--- src/hdl/lms_pkg.sv ---
// Shared types and constants for the LED mode sequencer.
`default_nettype none

package lms_pkg;

    // Fixed widths of the tick counters, fade step, configuration data, configuration index and mode
    localparam int TICK_BITS    = 16;
    localparam int STEP_BITS    = 8;
    localparam int CFG_BITS     = 16;
    localparam int CFG_IDX_BITS = 2;
    localparam int MODE_BITS    = 2;

    // Configuration register indexes
    localparam logic [CFG_IDX_BITS-1:0] CFG_DEBOUNCE_TICKS = 2'd0;
    localparam logic [CFG_IDX_BITS-1:0] CFG_BLINK_TICKS    = 2'd1;
    localparam logic [CFG_IDX_BITS-1:0] CFG_FADE_TICKS     = 2'd2;
    localparam logic [CFG_IDX_BITS-1:0] CFG_FADE_STEP      = 2'd3;

    // Configuration reset values
    localparam logic [TICK_BITS-1:0] DEBOUNCE_TICKS_RST = 16'd30;
    localparam logic [TICK_BITS-1:0] BLINK_TICKS_RST    = 16'd500;
    localparam logic [TICK_BITS-1:0] FADE_TICKS_RST     = 16'd10;
    localparam logic [STEP_BITS-1:0] FADE_STEP_RST      = 8'd5;

    // LED modes, advanced in this order by the cycle button
    typedef enum logic [MODE_BITS-1:0] {
        MODE_OFF   = 2'd0,
        MODE_ON    = 2'd1,
        MODE_BLINK = 2'd2,
        MODE_FADE  = 2'd3
    } mode_t;

endpackage

`default_nettype wire

--- src/hdl/lms_debounce.sv ---
// Quiet-time debouncer for one active-low button, flags a stable press edge.
`default_nettype none

module lms_debounce
    import lms_pkg::*;
#(
    parameter int COUNT_BITS = 16
)
(
    input  wire logic                 clk,
    input  wire logic                 rst_n,
    input  wire logic                 step_en,
    input  wire logic                 raw,
    input  wire logic [TICK_BITS-1:0] debounce_ticks,
    output logic                      fall_edge
);

    localparam int CmpBits = (COUNT_BITS > TICK_BITS) ? COUNT_BITS : TICK_BITS;

    logic                  prev_reg;
    logic                  prev_next;
    logic [COUNT_BITS-1:0] quiet_reg;
    logic [COUNT_BITS-1:0] quiet_next;
    logic                  stable_reg;
    logic                  stable_next;
    logic                  settle;

    // Restart the quiet count on a raw change, otherwise count up and saturate
    always_comb
    begin
        if (raw != prev_reg)
        begin
            quiet_next = '0;
        end
        else if (&quiet_reg)
        begin
            quiet_next = quiet_reg;
        end
        else
        begin
            quiet_next = quiet_reg + COUNT_BITS'(1);
        end
        prev_next   = raw;
        settle      = (CmpBits'(quiet_next) >= CmpBits'(debounce_ticks)) &&
                      (stable_reg != raw);
        stable_next = settle ? raw : stable_reg;
        fall_edge   = step_en && settle && stable_reg && !raw;
    end

    // Advance debounce state once per accepted tick
    always_ff @(posedge clk or negedge rst_n)
    begin
        if (!rst_n)
        begin
            prev_reg   <= 1'b1;
            quiet_reg  <= '0;
            stable_reg <= 1'b1;
        end
        else if (step_en)
        begin
            prev_reg   <= prev_next;
            quiet_reg  <= quiet_next;
            stable_reg <= stable_next;
        end
    end

endmodule

`default_nettype wire

--- src/hdl/led_mode_sequencer_top.sv ---
// Top level of the LED mode sequencer: debounce, mode control, blink and fade.
//
// channel  | direction | contents
// ---------+-----------+---------------------------------------------------
// s_axis   | in        | one tick request: cycle and reset raw button levels
// m_axis   | out       | one result per tick: three LED levels and the mode
// cfg      | in        | write-only register port, four registers
//
// A new request is accepted every cycle while no held result is stalled on m_axis.
// The result sits in a single output register; the next request is taken
// in the same cycle as the held result leaves, so rate is set by that register.
// Reset (rst_n low, asynchronous) restores register defaults and mode off.
// A stall on m_axis holds s_axis_tready low only while the result is not taken.
`default_nettype none

module led_mode_sequencer_top
    import lms_pkg::*;
#(
    parameter int  LEVEL_BITS = 8,
    parameter int  COUNT_BITS = 16,
    localparam int OutBits    = ((3 * LEVEL_BITS + MODE_BITS + 7) / 8) * 8
)
(
    input  wire logic                    clk,
    input  wire logic                    rst_n,

    input  wire logic                    s_axis_tvalid,
    output logic                         s_axis_tready,
    // [0] cycle_button_raw, [1] reset_button_raw, rest zero
    input  wire logic [7:0]              s_axis_tdata,

    output logic                         m_axis_tvalid,
    input  wire logic                    m_axis_tready,
    // yellow_level, green_level, red_level, current_mode, zero fill
    output logic [OutBits-1:0]           m_axis_tdata,

    input  wire logic                    cfg_wen,
    input  wire logic [CFG_IDX_BITS-1:0] cfg_index,
    input  wire logic [CFG_BITS-1:0]     cfg_wdata
);

    localparam int CmpBits = (COUNT_BITS > TICK_BITS) ? COUNT_BITS : TICK_BITS;
    localparam int SumBits = ((LEVEL_BITS > STEP_BITS) ? LEVEL_BITS : STEP_BITS) + 1;
    localparam int PadBits = OutBits - 3 * LEVEL_BITS - MODE_BITS;
    localparam logic [LEVEL_BITS-1:0] LevelMax = '1;

    // Configuration registers
    logic [TICK_BITS-1:0] debounce_ticks_reg;
    logic [TICK_BITS-1:0] blink_ticks_reg;
    logic [TICK_BITS-1:0] fade_ticks_reg;
    logic [STEP_BITS-1:0] fade_step_reg;

    // Sequencer state
    mode_t                 mode_reg;
    mode_t                 mode_next;
    logic                  blink_phase_reg;
    logic                  blink_phase_next;
    logic [COUNT_BITS-1:0] blink_elapsed_reg;
    logic [COUNT_BITS-1:0] blink_elapsed_next;
    logic [LEVEL_BITS-1:0] fade_value_reg;
    logic [LEVEL_BITS-1:0] fade_value_next;
    logic                  fade_rising_reg;
    logic                  fade_rising_next;
    logic [COUNT_BITS-1:0] fade_elapsed_reg;
    logic [COUNT_BITS-1:0] fade_elapsed_next;
    logic [LEVEL_BITS-1:0] level_reg  [3];
    logic [LEVEL_BITS-1:0] level_next [3];

    // Result register
    logic                  out_valid_reg;
    logic                  out_valid_next;
    logic [OutBits-1:0]    out_data_reg;

    logic                  in_fire;
    logic                  cycle_edge;
    logic                  reset_edge;
    logic                  any_edge;
    mode_t                 mode_stepped;
    logic [COUNT_BITS-1:0] blink_inc;
    logic [COUNT_BITS-1:0] fade_inc;
    logic [COUNT_BITS-1:0] blink_cur;
    logic [COUNT_BITS-1:0] fade_cur;
    logic [LEVEL_BITS-1:0] fade_val_cur;
    logic                  fade_rise_cur;
    logic [SumBits-1:0]    fade_sum;
    logic [SumBits-1:0]    fade_diff;

    assign s_axis_tready = !out_valid_reg || m_axis_tready;
    assign in_fire       = s_axis_tvalid && s_axis_tready;
    assign m_axis_tvalid = out_valid_reg;
    assign m_axis_tdata  = out_data_reg;

    // Debounce both buttons
    lms_debounce #(
        .COUNT_BITS (COUNT_BITS)
    ) u_cycle_deb (
        .clk            (clk),
        .rst_n          (rst_n),
        .step_en        (in_fire),
        .raw            (s_axis_tdata[0]),
        .debounce_ticks (debounce_ticks_reg),
        .fall_edge      (cycle_edge)
    );

    lms_debounce #(
        .COUNT_BITS (COUNT_BITS)
    ) u_reset_deb (
        .clk            (clk),
        .rst_n          (rst_n),
        .step_en        (in_fire),
        .raw            (s_axis_tdata[1]),
        .debounce_ticks (debounce_ticks_reg),
        .fall_edge      (reset_edge)
    );

    // Hold configuration, write on enable
    always_ff @(posedge clk or negedge rst_n)
    begin
        if (!rst_n)
        begin
            debounce_ticks_reg <= DEBOUNCE_TICKS_RST;
            blink_ticks_reg    <= BLINK_TICKS_RST;
            fade_ticks_reg     <= FADE_TICKS_RST;
            fade_step_reg      <= FADE_STEP_RST;
        end
        else if (cfg_wen)
        begin
            case (cfg_index)
                CFG_DEBOUNCE_TICKS: debounce_ticks_reg <= cfg_wdata[TICK_BITS-1:0];
                CFG_BLINK_TICKS:    blink_ticks_reg    <= cfg_wdata[TICK_BITS-1:0];
                CFG_FADE_TICKS:     fade_ticks_reg     <= cfg_wdata[TICK_BITS-1:0];
                CFG_FADE_STEP:      fade_step_reg      <= cfg_wdata[STEP_BITS-1:0];
                default: ;
            endcase
        end
    end

    // Saturating elapsed counts, mode step and edge clearing
    always_comb
    begin
        blink_inc     = (&blink_elapsed_reg) ? blink_elapsed_reg
                                             : blink_elapsed_reg + COUNT_BITS'(1);
        fade_inc      = (&fade_elapsed_reg) ? fade_elapsed_reg
                                            : fade_elapsed_reg + COUNT_BITS'(1);
        any_edge      = cycle_edge || reset_edge;
        mode_stepped  = cycle_edge ? mode_t'(MODE_BITS'(mode_reg + 2'd1)) : mode_reg;
        blink_cur     = any_edge ? '0 : blink_inc;
        fade_cur      = any_edge ? '0 : fade_inc;
        fade_val_cur  = any_edge ? '0 : fade_value_reg;
        fade_rise_cur = any_edge ? 1'b1 : fade_rising_reg;
        fade_sum      = SumBits'(fade_val_cur) + SumBits'(fade_step_reg);
        fade_diff     = SumBits'(fade_val_cur) - SumBits'(fade_step_reg);
    end

    // Drive mode, blink, fade and levels for the current tick
    always_comb
    begin
        mode_next          = reset_edge ? MODE_OFF : mode_stepped;
        blink_phase_next   = any_edge ? 1'b0 : blink_phase_reg;
        blink_elapsed_next = blink_cur;
        fade_value_next    = fade_val_cur;
        fade_rising_next   = fade_rise_cur;
        fade_elapsed_next  = fade_cur;
        for (int i = 0; i < 3; i++)
        begin
            level_next[i] = reset_edge ? '0 : level_reg[i];
        end

        case (mode_next)
            MODE_OFF:
            begin
                for (int i = 0; i < 3; i++)
                begin
                    level_next[i] = '0;
                end
            end
            MODE_ON:
            begin
                for (int i = 0; i < 3; i++)
                begin
                    level_next[i] = LevelMax;
                end
            end
            MODE_BLINK:
            begin
                if (CmpBits'(blink_cur) >= CmpBits'(blink_ticks_reg))
                begin
                    blink_phase_next   = !blink_phase_next;
                    blink_elapsed_next = '0;
                end
                level_next[0] = blink_phase_next ? LevelMax : '0;
                level_next[1] = blink_phase_next ? '0 : LevelMax;
                level_next[2] = blink_phase_next ? LevelMax : '0;
            end
            default:
            begin
                if (CmpBits'(fade_cur) >= CmpBits'(fade_ticks_reg))
                begin
                    if (fade_rise_cur)
                    begin
                        if (fade_sum >= SumBits'(LevelMax))
                        begin
                            fade_value_next  = LevelMax;
                            fade_rising_next = 1'b0;
                        end
                        else
                        begin
                            // a zero step leaves the level where it is
                            fade_value_next = fade_sum[LEVEL_BITS-1:0];
                        end
                    end
                    else if (SumBits'(fade_val_cur) <= SumBits'(fade_step_reg))
                    begin
                        fade_value_next  = '0;
                        fade_rising_next = 1'b1;
                    end
                    else
                    begin
                        fade_value_next = fade_diff[LEVEL_BITS-1:0];
                    end
                    for (int i = 0; i < 3; i++)
                    begin
                        level_next[i] = fade_value_next;
                    end
                    fade_elapsed_next = '0;
                end
            end
        endcase
    end

    // Advance sequencer state on each accepted request
    always_ff @(posedge clk or negedge rst_n)
    begin
        if (!rst_n)
        begin
            mode_reg          <= MODE_OFF;
            blink_phase_reg   <= 1'b0;
            blink_elapsed_reg <= '0;
            fade_value_reg    <= '0;
            fade_rising_reg   <= 1'b1;
            fade_elapsed_reg  <= '0;
            for (int i = 0; i < 3; i++)
            begin
                level_reg[i] <= '0;
            end
        end
        else if (in_fire)
        begin
            mode_reg          <= mode_next;
            blink_phase_reg   <= blink_phase_next;
            blink_elapsed_reg <= blink_elapsed_next;
            fade_value_reg    <= fade_value_next;
            fade_rising_reg   <= fade_rising_next;
            fade_elapsed_reg  <= fade_elapsed_next;
            for (int i = 0; i < 3; i++)
            begin
                level_reg[i] <= level_next[i];
            end
        end
    end

    // Hold result until taken, load a new one on each accepted request
    always_comb
    begin
        if (in_fire)
        begin
            out_valid_next = 1'b1;
        end
        else if (m_axis_tready)
        begin
            out_valid_next = 1'b0;
        end
        else
        begin
            out_valid_next = out_valid_reg;
        end
    end

    always_ff @(posedge clk or negedge rst_n)
    begin
        if (!rst_n)
        begin
            out_valid_reg <= 1'b0;
        end
        else
        begin
            out_valid_reg <= out_valid_next;
        end
    end

    always_ff @(posedge clk)
    begin
        if (in_fire)
        begin
            out_data_reg <= {{PadBits{1'b0}}, mode_next,
                             level_next[2], level_next[1], level_next[0]};
        end
    end

`ifndef SYNTHESIS
    // Off mode shows all LEDs dark
    assert property (@(posedge clk) disable iff (!rst_n)
        out_valid_reg && (out_data_reg[3*LEVEL_BITS +: MODE_BITS] == MODE_OFF)
        |-> (out_data_reg[3*LEVEL_BITS-1:0] == '0))
        else $error("off mode result with nonzero level");

    // Blink mode drives the second channel opposite to the first and third
    assert property (@(posedge clk) disable iff (!rst_n)
        out_valid_reg && (out_data_reg[3*LEVEL_BITS +: MODE_BITS] == MODE_BLINK)
        |-> (out_data_reg[LEVEL_BITS +: LEVEL_BITS] == ~out_data_reg[0 +: LEVEL_BITS])
            && (out_data_reg[2*LEVEL_BITS +: LEVEL_BITS] == out_data_reg[0 +: LEVEL_BITS]))
        else $error("blink levels not complementary");

    // Mode and fade state change only with an accepted request
    assert property (@(posedge clk) disable iff (!rst_n)
        !in_fire |=> $stable(mode_reg) && $stable(fade_value_reg))
        else $error("sequencer state moved without a request");

    // A stalled input side means a result is waiting
    assert property (@(posedge clk) disable iff (!rst_n)
        !s_axis_tready |-> out_valid_reg && !m_axis_tready)
        else $error("input stalled with no pending result");

    // A reset press always lands in off mode
    assert property (@(posedge clk) disable iff (!rst_n)
        reset_edge |=> (mode_reg == MODE_OFF) && (fade_value_reg == '0))
        else $error("reset press did not force off mode");
`endif

endmodule

`default_nettype wire

--- config.mk ---
export PLATFORM = sky130hd
export DESIGN_NAME = led_mode_sequencer_top
export DESIGN_NICKNAME = d
export VERILOG_FILES = /design/src/hdl/lms_pkg.sv /design/src/hdl/lms_debounce.sv /design/src/hdl/led_mode_sequencer_top.sv
export SDC_FILE = /design/constraint.sdc
export NUM_CORES = 1
export LEC_CHECK = 0
export ABC_AREA = 0
export BUFFER_PORTS_ARGS = -buffer_cell sky130_fd_sc_hd__buf_2
export CAP_MARGIN = 30
export CORE_MARGIN = 5
export CORE_UTILIZATION = 40
export DETAILED_ROUTE_END_ITERATION = 16
export MAX_ROUTING_LAYER = met4
export PLACE_DENSITY = 0.58
export SYNTH_ARGS = -nofsm -noshare
export SYNTH_HDL_FRONTEND = slang
export SYNTH_SLANG_ARGS = --single-unit
--- constraint.sdc ---
create_clock -name clk -period 8.8 [get_ports clk]
set_clock_uncertainty 0.1 [all_clocks]
set_input_delay 1.32 -clock clk [delete_from_list [all_inputs] [get_ports clk]]
set_output_delay 1.32 -clock clk [all_outputs]
set_load 0.05 [all_outputs]
* After elaboration in Yosys (flattened, before gate mapping) *
Index checks and enable logic that the tools add are counted.

word-level totals
  register bits = 187
  input bits = 31
  output and inout bits = 34

cells by class
  magnitude comparators = 6
  muxes and demuxes = 39
  reduce and logical (&&, ||, !) cells = 29
  add/subtract/negate cells = 7
  eq/ne operators = 9

operator list
  cell                   number
  $mux 16                12
  $mux 8                 11
  $pmux 24 s3            1
  $add 16x1->16 const B  4
  $ge 16x16->1           4
  $reduce_and 16->1      4
  $mux 24                1
  $mux 1                 12
  $reduce_and 2->1       6
  $add 8x8->9            1
  $ge 9x8->1 const B     1
  $logic_and 1x1->1      9
  $le 8x8->1             1
  $sub 8x8->8            1
  $eq 2x2->1 const B     3
  $eq 2x1->1 const B     2
  $logic_not 1->1        4
  $logic_not 2->1        2
  $mux 2                 2
  $ne 1x1->1             4
  $reduce_or 3->1        1
  $add 2x1->2 const B    1
  $logic_or 1x1->1       2
  $reduce_bool 2->1      1

* Longest topological paths before layout *
  depth in word-level cells = 16
  mapped depth = 31

* Cells and area by module *
From an unflattened synthesis, not the netlist that was laid out.

unflattened totals
  cells, all modules = 1231
  area total of the unflattened synthesis = 12176.7 µm²

by module, submodules not included
  module                  cells each  seq. area each (µm²)  instances  area each (µm²)
  led_mode_sequencer_top  833         3927.5                1          8923.6
  lms_debounce            199         452.9                 2          1626.6

* Worst setup path before layout *
Ideal clock, no wire load.

  path type = input to register
  start point = in s_axis_tdata[1]
  end point = reg out_data_reg[0] (netlist: m_axis_tdata[0]), data pin
  arrival time = 6253 ps
  buffers on the path = 7
  path slack = 2188 ps
  cell stages on the path = 25
  path through = xor2_1 clkbuf_1 clkbuf_1 nor2_1 ha_1 nand4_1 nor2_1 a211oi_1 o311ai_2 a22o_1 clkbuf_1 buf_1 buf_1 nor2_1 ha_1 a22o_1 nor4_1 o21ai_0 a211o_1 xnor2_1 o22ai_1 and2_1 buf_1 buf_2 a211o_1

RTL lines
  element               line                           source
  start, declared       led_mode_sequencer_top.sv:30   input wire logic [7:0] s_axis_tdata,
  end signal, assigned  led_mode_sequencer_top.sv:295  out_data_reg <= {{PadBits{1'b0}}, mode_next,
  end, declared         led_mode_sequencer_top.sv:72   logic [OutBits-1:0] out_data_reg;

==> results.json <==
{
  "status": "finished clean",
  "final-setup-viol-count": 0,
  "synth_top_area_cell": "dfrtp_1",
  "dieHeight_um": 181,
  "irDropWorstVdd_v": 0.000123,
  "initial_core_util_pct": 40.6,
  "cp_max_fo": 22,
  "fin_area_mm2": 0.0130,
  "nets": 1407,
  "powerDensity_mw_per_mm2": 193,
  "final_cell_mix": "nand2_1, dfrtp_1, nor2_1, ha_1, inv_1",
  "final_common_cell": "nand2_1",
  "dr.pass1.iters": 5,
  "cts_buffers": 17,
  "routedWlPerCell_um": 16.7,
  "synth_top_family_by_area": "simple AND/OR/NAND/NOR gates",
  "antenna_left": 0,
  "grt_max_degree": 87,
  "rows": 62,
  "cts.clk_slew.worst_paths_ns": 0.08,
  "track_usage_pct": 17.9,
  "sw_frac_of_total_pct": 32.9,
  "ys_async_sr_fraction_pct": 86.1,
  "startpoint_type": "flop",
  "overflow": 0,
  "worst_slew_pin_slew_ns": 1.01,
  "p_clk_share_pct": 32.8,
  "hp-class": "flop to flop",
  "hold_buffers": 0,
  "switchingPower_uw": 821,
  "relSlewSlack_pct": 32.8,
  "synth-edff-count": 26,
  "drv_slew": 0,
  "htreeDepth": 4,
  "finalCoreUtilization_pct": 44.9,
  "yosysSeqAreaShare_pct": 41.2,
  "post_cts_buffers": 0,
  "hpwl_um": 20000,
  "io_pins": 65,
  "cp-end-kind": "flop",
  "hold_viol_final": 0,
  "ys_types": 83,
  "core_mm2": 0.0289,
  "power_uw": 2500,
  "fmax_mhz": 130,
  "multi_input_area_mm2": 0.00635,
  "drt_iter0_markers": 627,
  "final.fill_count": 2833,
  "gp_congestion": 0.842,
  "netlist_area_mm2": 0.0117,
  "drive_gt1_share_pct": 14.2,
  "grt_pass1_vias": 8972,
  "place_ws_ns": 1.21,
  "root_buffer": "clkbuf_16",
  "routed_via_density": 5.47,
  "portBuffers": 52,
  "clk_latency_ns": 0.44,
  "cts.sinks": 187,
  "antenna_found_initial": 1,
  "ctsResizeCount": 0,
  "synth_flop_cell": "dfrtp_1",
  "place_area_mm2": 0.0124,
  "dieArea_mm2": 0.0328,
  "combPwrFrac_pct": 23.9,
  "p_leak_uw": 0.00569,
  "synth.area.mux_share_pct": 4.89,
  "p_seq_share_pct": 43.3,
  "synth_compound_area_share_pct": 15.2,
  "area_growth_pct": 10.5,
  "cp.required_ns": 9.00,
  "drc": 0,
  "synth-simple-area-share_pct": 20.7,
  "min_period_ns": 7.67,
  "synth-seq-cells": 187,
  "die_w_um": 181,
  "syn_avg_cell_area_um2": 9.30,
  "yosys.area_share.adder_pct": 9.30,
  "synth_top_area_share_pct": 30.3,
  "p_int_uw": 1670,
  "setup_ws_ns": 1.13,
  "maxCapViolCount": 0,
  "synth_xor_area_share_pct": 3.73,
  "tns_ns": 0,
  "cts_tree": "yes",
  "seq_area_mm2": 0.00483,
  "rsz0062_at_grt": "false",
  "criticalPathCategory": "flop to flop",
  "syn_inst": 1261,
  "vias": 9235,
  "grt_pass1_wl_um": 47000,
  "routed_wl_um": 28200,
  "period_share_pct": 87.1,
  "largest_reg_flops": 26,
  "crit_arrival_ns": 7.87,
  "antennaDiodeCount": 0,
  "cts.path.max_buffers": 2,
  "yosys_warnings": 0,
  "synth_area_leaders": "dfrtp_1, ha_1, edfxtp_1"
}
-- cells in the mapped netlist, types with 10 or more instances --
library cell	n
xor2_1	24
a211oi_1	11
nand2b_1	14
nand2_1	180
and3_1	19
mux2_2	42
dfstp_2	19
o21ai_0	60
xnor2_1	26
nor3b_1	15
ha_1	84
nor2_1	90
inv_1	76
nand4_1	16
a21oi_1	51
a211o_1	21
mux2i_1	10
edfxtp_1	26
a22o_1	21
and2_1	17
clkbuf_1	36
nand3_1	65
o31ai_1	16
nor3_1	24
dfrtp_1	142
-- power groups by stage --
stage                     logic, uW  registers (uW)  clock network [uW]
after floorplan                 453            1080                   0
after global placement          580            1090                   0
after detailed placement        599            1100                   0
after CTS                       604            1080                 840
after global routing            688            1100                 881
final                           597            1080                 819
-- cell families (layout without fill, tap and decap cells) --
| kind of cell | count (synthesis) | count (layout) |
|---|---|---|
| xor gates and xnor gates | 50 | 50 |
| muxes | 52 | 52 |
| DFF | 187 | 187 |
| adders and majority gates | 86 | 86 |
| buffers and inverters | 139 | 176 |
| other | 1 | 6 |
| AOI/OAI and AO/OA | 251 | 251 |
| and+or+nand+nor | 495 | 495 |
-- layout make-up --
class / count / area share [%]
well taps: 384 / 3.71
clock inverters: 15 / 1.40
flip-flops and latches: 187 / 37.3
inverters: 78 / 2.27
multi-input cells: 940 / 49.0
repair buffers: 66 / 3.02
clock buffers: 17 / 3.28
-- path summary, 6_finish.rpt --
kind / startpoint / slack [ns] / cells past startpoint / end
setup / recovery: u_reset_deb.quiet_reg[3] / 1.13 / 23 / m_axis_tdata[20]
hold / removal: u_reset_deb.prev_reg / 0.37 / 2 / u_reset_deb.prev_reg
setup reg to reg: u_reset_deb.quiet_reg[3] / 1.13 / 23 / m_axis_tdata[20]
hold reg to reg: u_reset_deb.prev_reg / 0.37 / 2 / u_reset_deb.prev_reg
max in group asynchronous: rst_n / 6.45 / 3 / fade_step_reg[2]
min in group asynchronous: rst_n / 0.85 / 1 / u_reset_deb.quiet_reg[15]
-- metal layers --
metal	GRT usage, %	up-vias	wire (um)
met5	-	-	0
met4	4.11	0	335
met3	2.84	24	1000
met2	28.1	169	13200
met1	24.4	4509	13700
li1	-	4533	-
-- critical path, cell delays in order (launching register included) --
cell and delay, ns:
dfrtp_1 0.44, nand4_1 0.29, nor4_1 0.81, nand2_1 0.38
nand2b_1 0.20, nor2_1 0.11, nand3_1 0.15, xor2_1 0.16
nor2_1 0.08, ha_1 0.30, nand4_1 0.12, o311ai_2 0.62
a22o_1 0.85, buf_4 0.35, nor2_1 0.08, ha_1 0.29
a22o_1 0.23, nor4_1 0.20, o21ai_0 0.15, a211o_1 0.40
xnor2_1 0.17, o22ai_1 0.22, and2_1 0.59, a221o_1 0.22
-- per-stage QoR --
step | hold WS, ns | cells
after CTS | 0.373 | 1687
after global routing | 0.403 | 1687
after detailed placement | 0.360 | 1655
after global placement | 0.353 | 1654
after floorplan | 0.340 | 1266
final | 0.371 | 1687
Note: power is estimated with default switching activity, not from simulation.
